### config.mk
export PLATFORM = sky130hd
export DESIGN_NAME = priority_sorted_draw_list_top
export DESIGN_NICKNAME = d
export VERILOG_FILES = /design/src/hdl/psdl_pkg.sv /design/src/hdl/psdl_store.sv /design/src/hdl/priority_sorted_draw_list_top.sv
export SDC_FILE = /design/constraint.sdc
export NUM_CORES = 2
export LEC_CHECK = 0
export BUFFER_PORTS_ARGS = -buffer_cell sky130_fd_sc_hd__buf_4
export CAP_MARGIN = 20
export CORE_ASPECT_RATIO = 0.6
export CORE_MARGIN = 2
export CORE_UTILIZATION = 60
export DETAILED_ROUTE_END_ITERATION = 12
export PLACE_DENSITY = 0.73
export RECOVER_POWER = 25
export SYNTH_ARGS = -nofsm -noshare
export SYNTH_HDL_FRONTEND = slang
export SYNTH_SLANG_ARGS = --single-unit
### constraint.sdc
create_clock -name clk -period 5.65 [get_ports clk]
set_input_delay 0.565 -clock clk [delete_from_list [all_inputs] [get_ports clk]]
set_output_delay 0.565 -clock clk [all_outputs]
set_load 0.05 [all_outputs]
### src/hdl/psdl_pkg.sv
package psdl_pkg;

	// Field widths fixed by the command and result formats.
	localparam int unsigned PRIO_W   = 16;
	localparam int unsigned HANDLE_W = 8;

	// Result status codes.
	typedef enum logic [1:0] {
		STAT_INSERTED = 2'd0,
		STAT_DRAINED  = 2'd1,
		STAT_FULL     = 2'd2,
		STAT_EMPTY    = 2'd3
	} status_t;

	// Command action codes.
	typedef enum logic {
		ACT_INSERT = 1'b0,
		ACT_DRAIN  = 1'b1
	} action_t;

	// Sequencer states.
	typedef enum logic [1:0] {
		ST_IDLE,
		ST_SCAN,
		ST_PLACE,
		ST_DRAIN
	} state_t;

	// One command beat.
	typedef struct packed {
		logic                       action;
		logic signed [PRIO_W-1:0]   priority_req;
		logic        [HANDLE_W-1:0] handle;
	} cmd_t;

	// One result beat.
	typedef struct packed {
		status_t                    status;
		logic        [HANDLE_W-1:0] out_handle;
		logic signed [PRIO_W-1:0]   out_priority;
		logic                       last;
	} rsp_t;

	// One stored list entry.
	typedef struct packed {
		logic signed [PRIO_W-1:0]   prio;
		logic        [HANDLE_W-1:0] handle;
	} entry_t;

endpackage

### src/hdl/psdl_store.sv
module psdl_store #(
	parameter int unsigned DEPTH = 64
) (
	input  logic                       clk,
	input  logic                       we,
	input  logic [$clog2(DEPTH)-1:0]   waddr,
	input  psdl_pkg::entry_t           wdata,
	input  logic [$clog2(DEPTH)-1:0]   raddr,
	output psdl_pkg::entry_t           rdata
);

	psdl_pkg::entry_t mem [DEPTH];

	// Single write port.
	always_ff @(posedge clk) begin
		if (we) begin
			mem[waddr] <= wdata;
		end
	end

	// Registered read port.
	always_ff @(posedge clk) begin
		rdata <= mem[raddr];
	end

endmodule

### src/hdl/priority_sorted_draw_list_top.sv
// Insert: the result comes in the cycle after the command when the list is empty or full;
// otherwise the stored entries are read from the tail down to the insertion point, each
// larger one moving up by one, plus a placement step when the new entry lands at the head.
// Drain: on an empty list the result comes in the cycle after the command, else one beat
// per entry. The list memory has one read and one write port, one entry per cycle; reset
// empties the list at once. Results cannot be stalled; busy holds off the next command.
module priority_sorted_draw_list_top #(
	parameter int unsigned DEPTH = 64
) (
	input  logic            clk,
	input  logic            arst_n,
	input  logic            start,
	output logic            busy,
	input  psdl_pkg::cmd_t  cmd,
	output logic            done,
	output psdl_pkg::rsp_t  rsp
);

	localparam int unsigned AW = $clog2(DEPTH);
	localparam int unsigned CW = $clog2(DEPTH + 1);

	psdl_pkg::state_t state_q, state_d;
	logic [CW-1:0]    count_q, count_d;
	logic [AW-1:0]    addr_q, raddr;
	psdl_pkg::entry_t new_q;
	logic             accept;

	logic             we;
	logic [AW-1:0]    waddr;
	psdl_pkg::entry_t wdata, rdata;

	logic             done_q, done_d;
	psdl_pkg::rsp_t   rsp_q, rsp_d;

	logic [AW-1:0]    tail;
	logic             greater;

	assign accept  = start && (state_q == psdl_pkg::ST_IDLE);
	assign tail    = AW'(count_q - CW'(1));
	assign greater = $signed(rdata.prio) > $signed(new_q.prio);

	psdl_store #(.DEPTH(DEPTH)) u_store (
		.clk   (clk),
		.we    (we),
		.waddr (waddr),
		.wdata (wdata),
		.raddr (raddr),
		.rdata (rdata)
	);

	// Next state.
	always_comb begin
		state_d = state_q;
		unique case (state_q)
			psdl_pkg::ST_IDLE: begin
				if (accept) begin
					if (cmd.action == psdl_pkg::ACT_DRAIN) begin
						if (count_q != '0) state_d = psdl_pkg::ST_DRAIN;
					end else if (count_q != CW'(DEPTH) && count_q != '0) begin
						state_d = psdl_pkg::ST_SCAN;
					end
				end
			end
			psdl_pkg::ST_SCAN: begin
				if (!greater) begin
					state_d = psdl_pkg::ST_IDLE;
				end else if (addr_q == '0) begin
					state_d = psdl_pkg::ST_PLACE;
				end
			end
			psdl_pkg::ST_PLACE: begin
				state_d = psdl_pkg::ST_IDLE;
			end
			psdl_pkg::ST_DRAIN: begin
				if (addr_q == tail) state_d = psdl_pkg::ST_IDLE;
			end
			default: state_d = psdl_pkg::ST_IDLE;
		endcase
	end

	// Memory accesses, count update and result beat.
	always_comb begin
		raddr   = addr_q;
		we      = 1'b0;
		waddr   = addr_q + AW'(1);
		wdata   = new_q;
		count_d = count_q;
		done_d  = 1'b0;
		rsp_d   = '{status: psdl_pkg::STAT_INSERTED, out_handle: '0,
		            out_priority: '0, last: 1'b1};
		unique case (state_q)
			psdl_pkg::ST_IDLE: begin
				if (accept) begin
					if (cmd.action == psdl_pkg::ACT_DRAIN) begin
						raddr = '0;
						if (count_q == '0) begin
							done_d       = 1'b1;
							rsp_d.status = psdl_pkg::STAT_EMPTY;
						end
					end else if (count_q == CW'(DEPTH)) begin
						done_d       = 1'b1;
						rsp_d.status = psdl_pkg::STAT_FULL;
					end else if (count_q == '0) begin
						// Empty list: the new entry goes straight to the head.
						we                = 1'b1;
						waddr             = '0;
						wdata.prio        = cmd.priority_req;
						wdata.handle      = cmd.handle;
						count_d           = CW'(1);
						done_d            = 1'b1;
					end else begin
						raddr = tail;
					end
				end
			end
			psdl_pkg::ST_SCAN: begin
				// Walk down from the tail, moving larger entries up by one.
				we = 1'b1;
				if (greater) begin
					wdata = rdata;
					raddr = addr_q - AW'(1);
				end else begin
					count_d = count_q + CW'(1);
					done_d  = 1'b1;
				end
			end
			psdl_pkg::ST_PLACE: begin
				we      = 1'b1;
				waddr   = '0;
				count_d = count_q + CW'(1);
				done_d  = 1'b1;
			end
			psdl_pkg::ST_DRAIN: begin
				raddr              = addr_q + AW'(1);
				done_d             = 1'b1;
				rsp_d.status       = psdl_pkg::STAT_DRAINED;
				rsp_d.out_handle   = rdata.handle;
				rsp_d.out_priority = rdata.prio;
				rsp_d.last         = (addr_q == tail);
				if (addr_q == tail) count_d = '0;
			end
			default: ;
		endcase
	end

	// Control registers.
	always_ff @(posedge clk or negedge arst_n) begin
		if (!arst_n) begin
			state_q <= psdl_pkg::ST_IDLE;
			count_q <= '0;
			done_q  <= 1'b0;
		end else begin
			state_q <= state_d;
			count_q <= count_d;
			done_q  <= done_d;
		end
	end

	// Payload registers: address of the entry in flight, the held command, the result.
	always_ff @(posedge clk) begin
		addr_q <= raddr;
		rsp_q  <= rsp_d;
		if (accept) begin
			new_q.prio   <= cmd.priority_req;
			new_q.handle <= cmd.handle;
		end
	end

	assign busy = (state_q != psdl_pkg::ST_IDLE);
	assign done = done_q;
	assign rsp  = rsp_q;

endmodule

# Word-level counts from Yosys, hierarchy flattened

Memories as Yosys holds them, arrays and structs flattened. A register that Yosys moved wholly into a read port is not among the register bits.
Index checks and enable logic that the tools add are counted.

$add $sub $neg: 4
Magnitude comparators: 1
Equal/unequal tests: 15
Muxes and demuxes: 49
Reductions and logical operators: 11

Operators by type and width:

| kind                                                                    | count |
|---|---|
| 24-bit two-way mux                                                      | 5 |
| 6-bit two-way mux                                                       | 9 |
| 24-bit one-hot mux with 2 select lines                                  | 1 |
| 7-bit two-way mux                                                       | 6 |
| 7-bit one-hot mux with 4 select lines                                   | 1 |
| 2-bit two-way mux                                                       | 11 |
| 6-bit one-hot mux with 3 select lines                                   | 1 |
| 16-bit > comparator                                                     | 1 |
| 6-bit one-hot mux with 2 select lines                                   | 1 |
| 6-bit by 1-bit subtractor with 6-bit output, second input constant      | 2 |
| 1-bit two-way mux                                                       | 10 |
| 2-bit inequality test, second input constant                            | 5 |
| 2-bit one-hot mux with 4 select lines                                   | 1 |
| 7-bit by 1-bit adder with 7-bit output, second input constant           | 1 |
| 7-bit == test, second input constant                                    | 1 |
| 7-bit zero test                                                         | 1 |
| 7-bit inequality test, second input constant                            | 1 |
| 7-bit nonzero test                                                      | 1 |
| 6-bit by 1-bit adder with 6-bit output, second input constant           | 1 |
| 6-bit == test                                                           | 1 |
| 6-bit zero test                                                         | 1 |
| 3-bit by 2-bit inequality test with 1-bit output, second input constant | 2 |
| 6-bit AND reduction                                                     | 1 |
| 5-bit AND reduction                                                     | 1 |
| other kinds (11)                                                        | 14 |

Register bits: 67
RAM bits: 1,536
Input bits: 28
Logic and storage cells: 91
Memories kept: 1

Memories:

| memory      | words | width | rd ports | clocked after Yosys merged registers in | write ports | RTL line         | source |
|---|---|---|---|---|---|---|---|
| u_store.mem | 64    | 24    | 1        | 1                                       | 1           | psdl_store.sv:12 | `psdl_pkg::entry_t mem [DEPTH];` |

# Longest topological paths before layout

Depth after elaboration: 8
Mapped depth: 19
Depth with buffers taken out: 14

# Hierarchy

Synthesis repeated with hierarchy kept, for this count alone.

Cell total of the unflattened synthesis: 3,107
Area total of the unflattened synthesis: 63,558.5 um^2

By module, submodules not included:

| module                        | times used | cells each | area an instance (um^2) | seq. area each (um^2) |
|---|---|---|---|---|
| psdl_store                    | 1          | 2,610      | 59,295.6                | 46,604.7 |
| priority_sorted_draw_list_top | 1          | 497        | 4,262.8                 | 1,631.6 |

# Worst setup path before layout

OpenSTA, ideal clock, no wires.

Path type: register to register
Start: register new_q[21] (netlist bit)
End: register u_store.rdata[13] (netlist name)
Library setup time: 0.116 ns
Data arrival time: 3.778 ns
Required time: 5.534 ns
Slack: 1.756 ns
Stages on the path, launching flop included: 16
Cells stage by stage: edfxtp_1 -> inv_1 -> ha_1 -> a21o_1 -> a21o_1 -> a2111o_1 -> nor4_1 -> o21ai_1 -> o32a_1 -> o21a_2 -> inv_2 -> clkbuf_1 -> mux4_2 -> a221oi_1 -> o21ai_1 -> o211a_1

Cells in the longest elaborated chain, start to end: 3

RTL lines:

| item                                  | RTL line                             | source |
|---|---|---|
| from (decl)                           | priority_sorted_draw_list_top.sv:25  | `psdl_pkg::entry_t new_q;` |
| 16-bit > comparator                   | priority_sorted_draw_list_top.sv:40  | `assign greater = $signed(rdata.prio) > $signed(new_q.prio);` |
| 6-bit two-way mux                     | priority_sorted_draw_list_top.sv:119 | `if (greater) begin` |
| 6-bit one-hot mux with 3 select lines | priority_sorted_draw_list_top.sv:91  | `unique case (state_q)` |

Every way passes these cells.
A chain may end at the register's enable or synchronous reset.

# Worst setup path after layout

Start: register u_store.rdata[19] (netlist name)
End: register u_store.rdata[14] (netlist name)

Cells in the longest elaborated chain, start to end: 3

RTL lines:

| item                                  | RTL line |
|---|---|
| 16-bit > comparator                   | priority_sorted_draw_list_top.sv:40 |
| 6-bit two-way mux                     | priority_sorted_draw_list_top.sv:119 |
| 6-bit one-hot mux with 3 select lines | priority_sorted_draw_list_top.sv:91 |

Every way passes these cells.

==> results.toml <==
[placement]
dpl.hpwl_mm = 112
place_area_sq_um = 68300
place_inst = 6071
port_buffers = 56
routabilityCongestion = 0.953

[synth]
synth-edff-count = 1560
syn_avg_cell_area_sq_um = 13.9
seq_area_frac_synth_pct = 74.2
synthTopCellsByCount = "edfxtp_1, nand2_1, nand3_1, clkbuf_1, a311oi_1"
synth_top_area_cell = "edfxtp_1"
yosys-top-cells-area = "edfxtp_1, nand2_1, nand3_1"
synth_area_sq_um = 65000
synth_ff_type = "edfxtp_1"
synth_nets = 4732
syn_inst = 4680
ys_ff_latch = 1627
yosysMostFrequentCell = "edfxtp_1"
synth.distinct_cells = 81
yosysWarnings = 0
synth_top_area_share_pct = 72.1
async_reset_ff_share_pct = 0.615

[setup_path]
worst_path_max_delay_cell = "o2111ai_1"
critPathKind = "register to register"
crit_top_cell = "buf_4"
critPathRequiredTime_ns = 6.36
end_kind = "register"
crit_family = "compound AO/OA/AOI/OAI gates"
arrival_ns = 6.25
worstPathCellList = "ha_1 -> nand2_1 -> nor3_1 -> a2111o_1 -> o31a_2 -> o21a_4 -> o211a_4 -> inv_8 -> buf_12 -> buf_4 -> a211oi_1 -> a311oi_1 -> a31oi_1 -> buf_4 -> o2111ai_1 -> o211a_1"
worstPathMaxFanout = 41
worst_path_largest_cell_delay_ns = 0.86
start_kind = "register"
cp_num_buf_inv = 4

[run_status]
status = "complete, but fails checks"
violations = "capacitance limit, slew limit"

[power_and_ir_drop]
p_int_mw = 18.3
power.density_nw_per_um2 = 310
clkPwrFrac_pct = 42.3
p_leak_nw = 24.2
swShare_pct = 19.2
pwr-share-comb_pct = 0.1
irDropWorstVdd_mv = 0.364
switching_power_mw = 4.35
p_seq_share_pct = 57.5

[clocking]
tritoncts = "built"
path_clk_slew_ns = 0.07
hold_buffers = 25
clockBufferDepth = 3
htreeDepth = 4
cts-root-buf = "clkbuf_16"
clock-sinks = 1627
cts_resized = 0
clk_latency_ns = 0.79
numCtsBuffers = 144
post_cts_buffers = 0

[cells_and_area]
areaGrowthSynthToFinish_pct = 12.0
multiInputGateArea_sq_um = 15300
seq_area_sq_um = 48200
final_cell_count_no_fill = 6358
fillers = 7298
drive_above_1_share_pct = 12.2
design_area_sq_um = 72800
nets = 4872

[detailed_routing]
via_count = 42800
drt_pass1_iterations = 12
drcViolationCount = 0
detail_route.vias_per_cell = 6.73
routedWlPerCell_microns = 30.0
drt-total-wl_mm = 191
first_iter_violations = 8178
ant_nets = 0

[global_routing]
grt_max_degree = 120
gr-total-overflow = 0
grt_pass1_vias = 39500
grt.total_usage_pct = 34.3
grt_busiest_layer = "met1"
grt_antenna_before_repair = 10
grt_use_met3_pct = 9.78
grt_pass1_wl_mm = 276
grtUsageMet1_pct = 53.2
met2_usage_pct = 46.8

[timing]
worst_pin_slew_ns = 1.95
hold_violations = 0
setup_viol = 0
clock_skew_ns = 0.0329
finalCritPeriodShare_pct = 98.0
fin_setup_tns_ns = 0
min_period_ns = 5.54
rsz0062_at_grt = "false"
fmax_mhz = 181
slew_violations = 76
relSlewSlack_pct = -30.3

[die]
design.core.area_sq_um = 107000
dieArea_sq_um = 111000
rows = 93
io_pins = 57
die_w_microns = 429
start_util_pct = 60.6
die_h_microns = 259

[flow_run]
drv_cap = 3

[hold_path]
min_path_type = "input port to register"
[cells in the final DEF (no fill, tap or decap), types with 10 or more instances in the layout]
cell and n:
inv_2 21, a31oi_1 72, a211oi_1 121, nand3_1 534, a21oi_1 21, nor2_2 56
clkbuf_16 148, o21ai_1 23, ha_1 24, o211a_1 23, dlygate4sd3_1 25, a222oi_1 24
dfrtp_1 10, clkinv_2 26, edfxtp_1 1560, xnor2_1 13, inv_1 37, a311oi_1 165
clkinv_1 30, o21ai_0 15, and2_1 15, and2_0 11, a221oi_1 17, mux4_2 45
buf_4 174, clkbuf_2 25, clkbuf_1 87, dfxtp_1 57, nand2_1 1134, o2111ai_1 46
buf_12 39, nor2_1 33, nor3b_1 121, nor3_1 31, a221oi_2 10
[layout make-up]
class                   instances  share of cell area (%)
flip-flops and latches       1627                    66.3
clock inverters                74                   0.847
well taps                    1425                    2.45
repair buffers                325                    3.78
clock buffers                 184                    5.29
diodes                          1                 0.00344
multi-input cells            2659                    21.0
inverters                      63                   0.356
[stage by stage]
| stage | util [%] | hold slack (ns) | setup WS (ns) | total power, mW |
|---|---|---|---|---|
| finish | 67.9 | 0.176 | 0.111 | 22.6 |
| global route | 67.9 | 0.175 | 0.0465 | 23.1 |
| CTS | 68.1 | 0.130 | 0.298 | 22.7 |
| detailed placement | 63.7 | 0.410 | 0.338 | 13.3 |
| global placement | 63.7 | 0.407 | 0.446 | 13.3 |
| floorplan | - | 0.269 | 1.76 | 13.3 |
[sequential cells by signal, summed over array words and instances, names as in the netlist]
register,cells
rsp,27
u_store.mem,1536
state_q,2
addr_q,6
count_q,7
new_q,24
u_store.rdata,24
done,1
[worst register-to-register path, stage by stage (launching register included)]
cell and delay [ns]:
dfxtp_1 0.63, ha_1 0.36, nand2_1 0.19, nor3_1 0.11
a2111o_1 0.48, o31a_2 0.34, o21a_4 0.26, o211a_4 0.40
inv_8 0.32, buf_12 0.36, buf_4 0.24, a211oi_1 0.05
a311oi_1 0.27, a31oi_1 0.12, buf_4 0.22, o2111ai_1 0.86
o211a_1 0.27
[path summary, 6_finish.rpt]
path / start / to / slack (ns) / cells past startpoint
max in group asynchronous: arst_n / count_q[6]$_DFFE_PN0P_ / 4.93 / 2
hold / removal: cmd[24] / state_q[1]$_DFFE_PN0P_ / 0.18 / 3
setup / recovery: u_store.rdata[19]$_DFF_P_ / u_store.rdata[14]$_DFF_P_ / 0.11 / 16
setup reg to reg: u_store.rdata[19]$_DFF_P_ / u_store.rdata[14]$_DFF_P_ / 0.11 / 16
hold reg to reg: u_store.rdata[9]$_DFF_P_ / rsp[2]$_SDFF_PN0_ / 0.55 / 1
min in group asynchronous: arst_n / count_q[1]$_DFFE_PN0P_ / 0.32 / 2
[power by group through the flow]
| stage | Sequential, mW | Clock, mW | Combinational, mW |
|---|---|---|---|
| 3_5_place_dp | 13.3 | 0 | 0.0236 |
| 2_1_floorplan | 13.3 | 0 | 0.00195 |
| 5_1_grt | 13.0 | 10.1 | 0.0347 |
| 3_3_place_gp | 13.3 | 0 | 0.0232 |
| 6_report | 13.0 | 9.57 | 0.0331 |
| 4_1_cts | 13.0 | 9.61 | 0.0376 |
[routing by layer]
layer	routed length, microns	up-vias
met2	78600	3407
li1	-	18000
met3	29800	398
met5	95	-
met4	6640	12
met1	75700	20900
[cell families (layout without fill, tap and decap cells)]
| group | count (synthesis) | count (layout) | synth area share (%) |
|---|---|---|---|
| compound gates | 586 | 586 | 7.22 |
| xor+xnor | 17 | 17 | 0.229 |
| fa+ha+maj | 24 | 24 | 0.462 |
| buf+inv | 394 | 646 | 2.58 |
| flops | 1627 | 1627 | 74.2 |
| mux | 56 | 56 | 1.76 |
| other cells | 0 | 1 | 0 |
| simple gates | 1976 | 1976 | 13.5 |
Note: power is estimated with default switching activity, not from simulation.
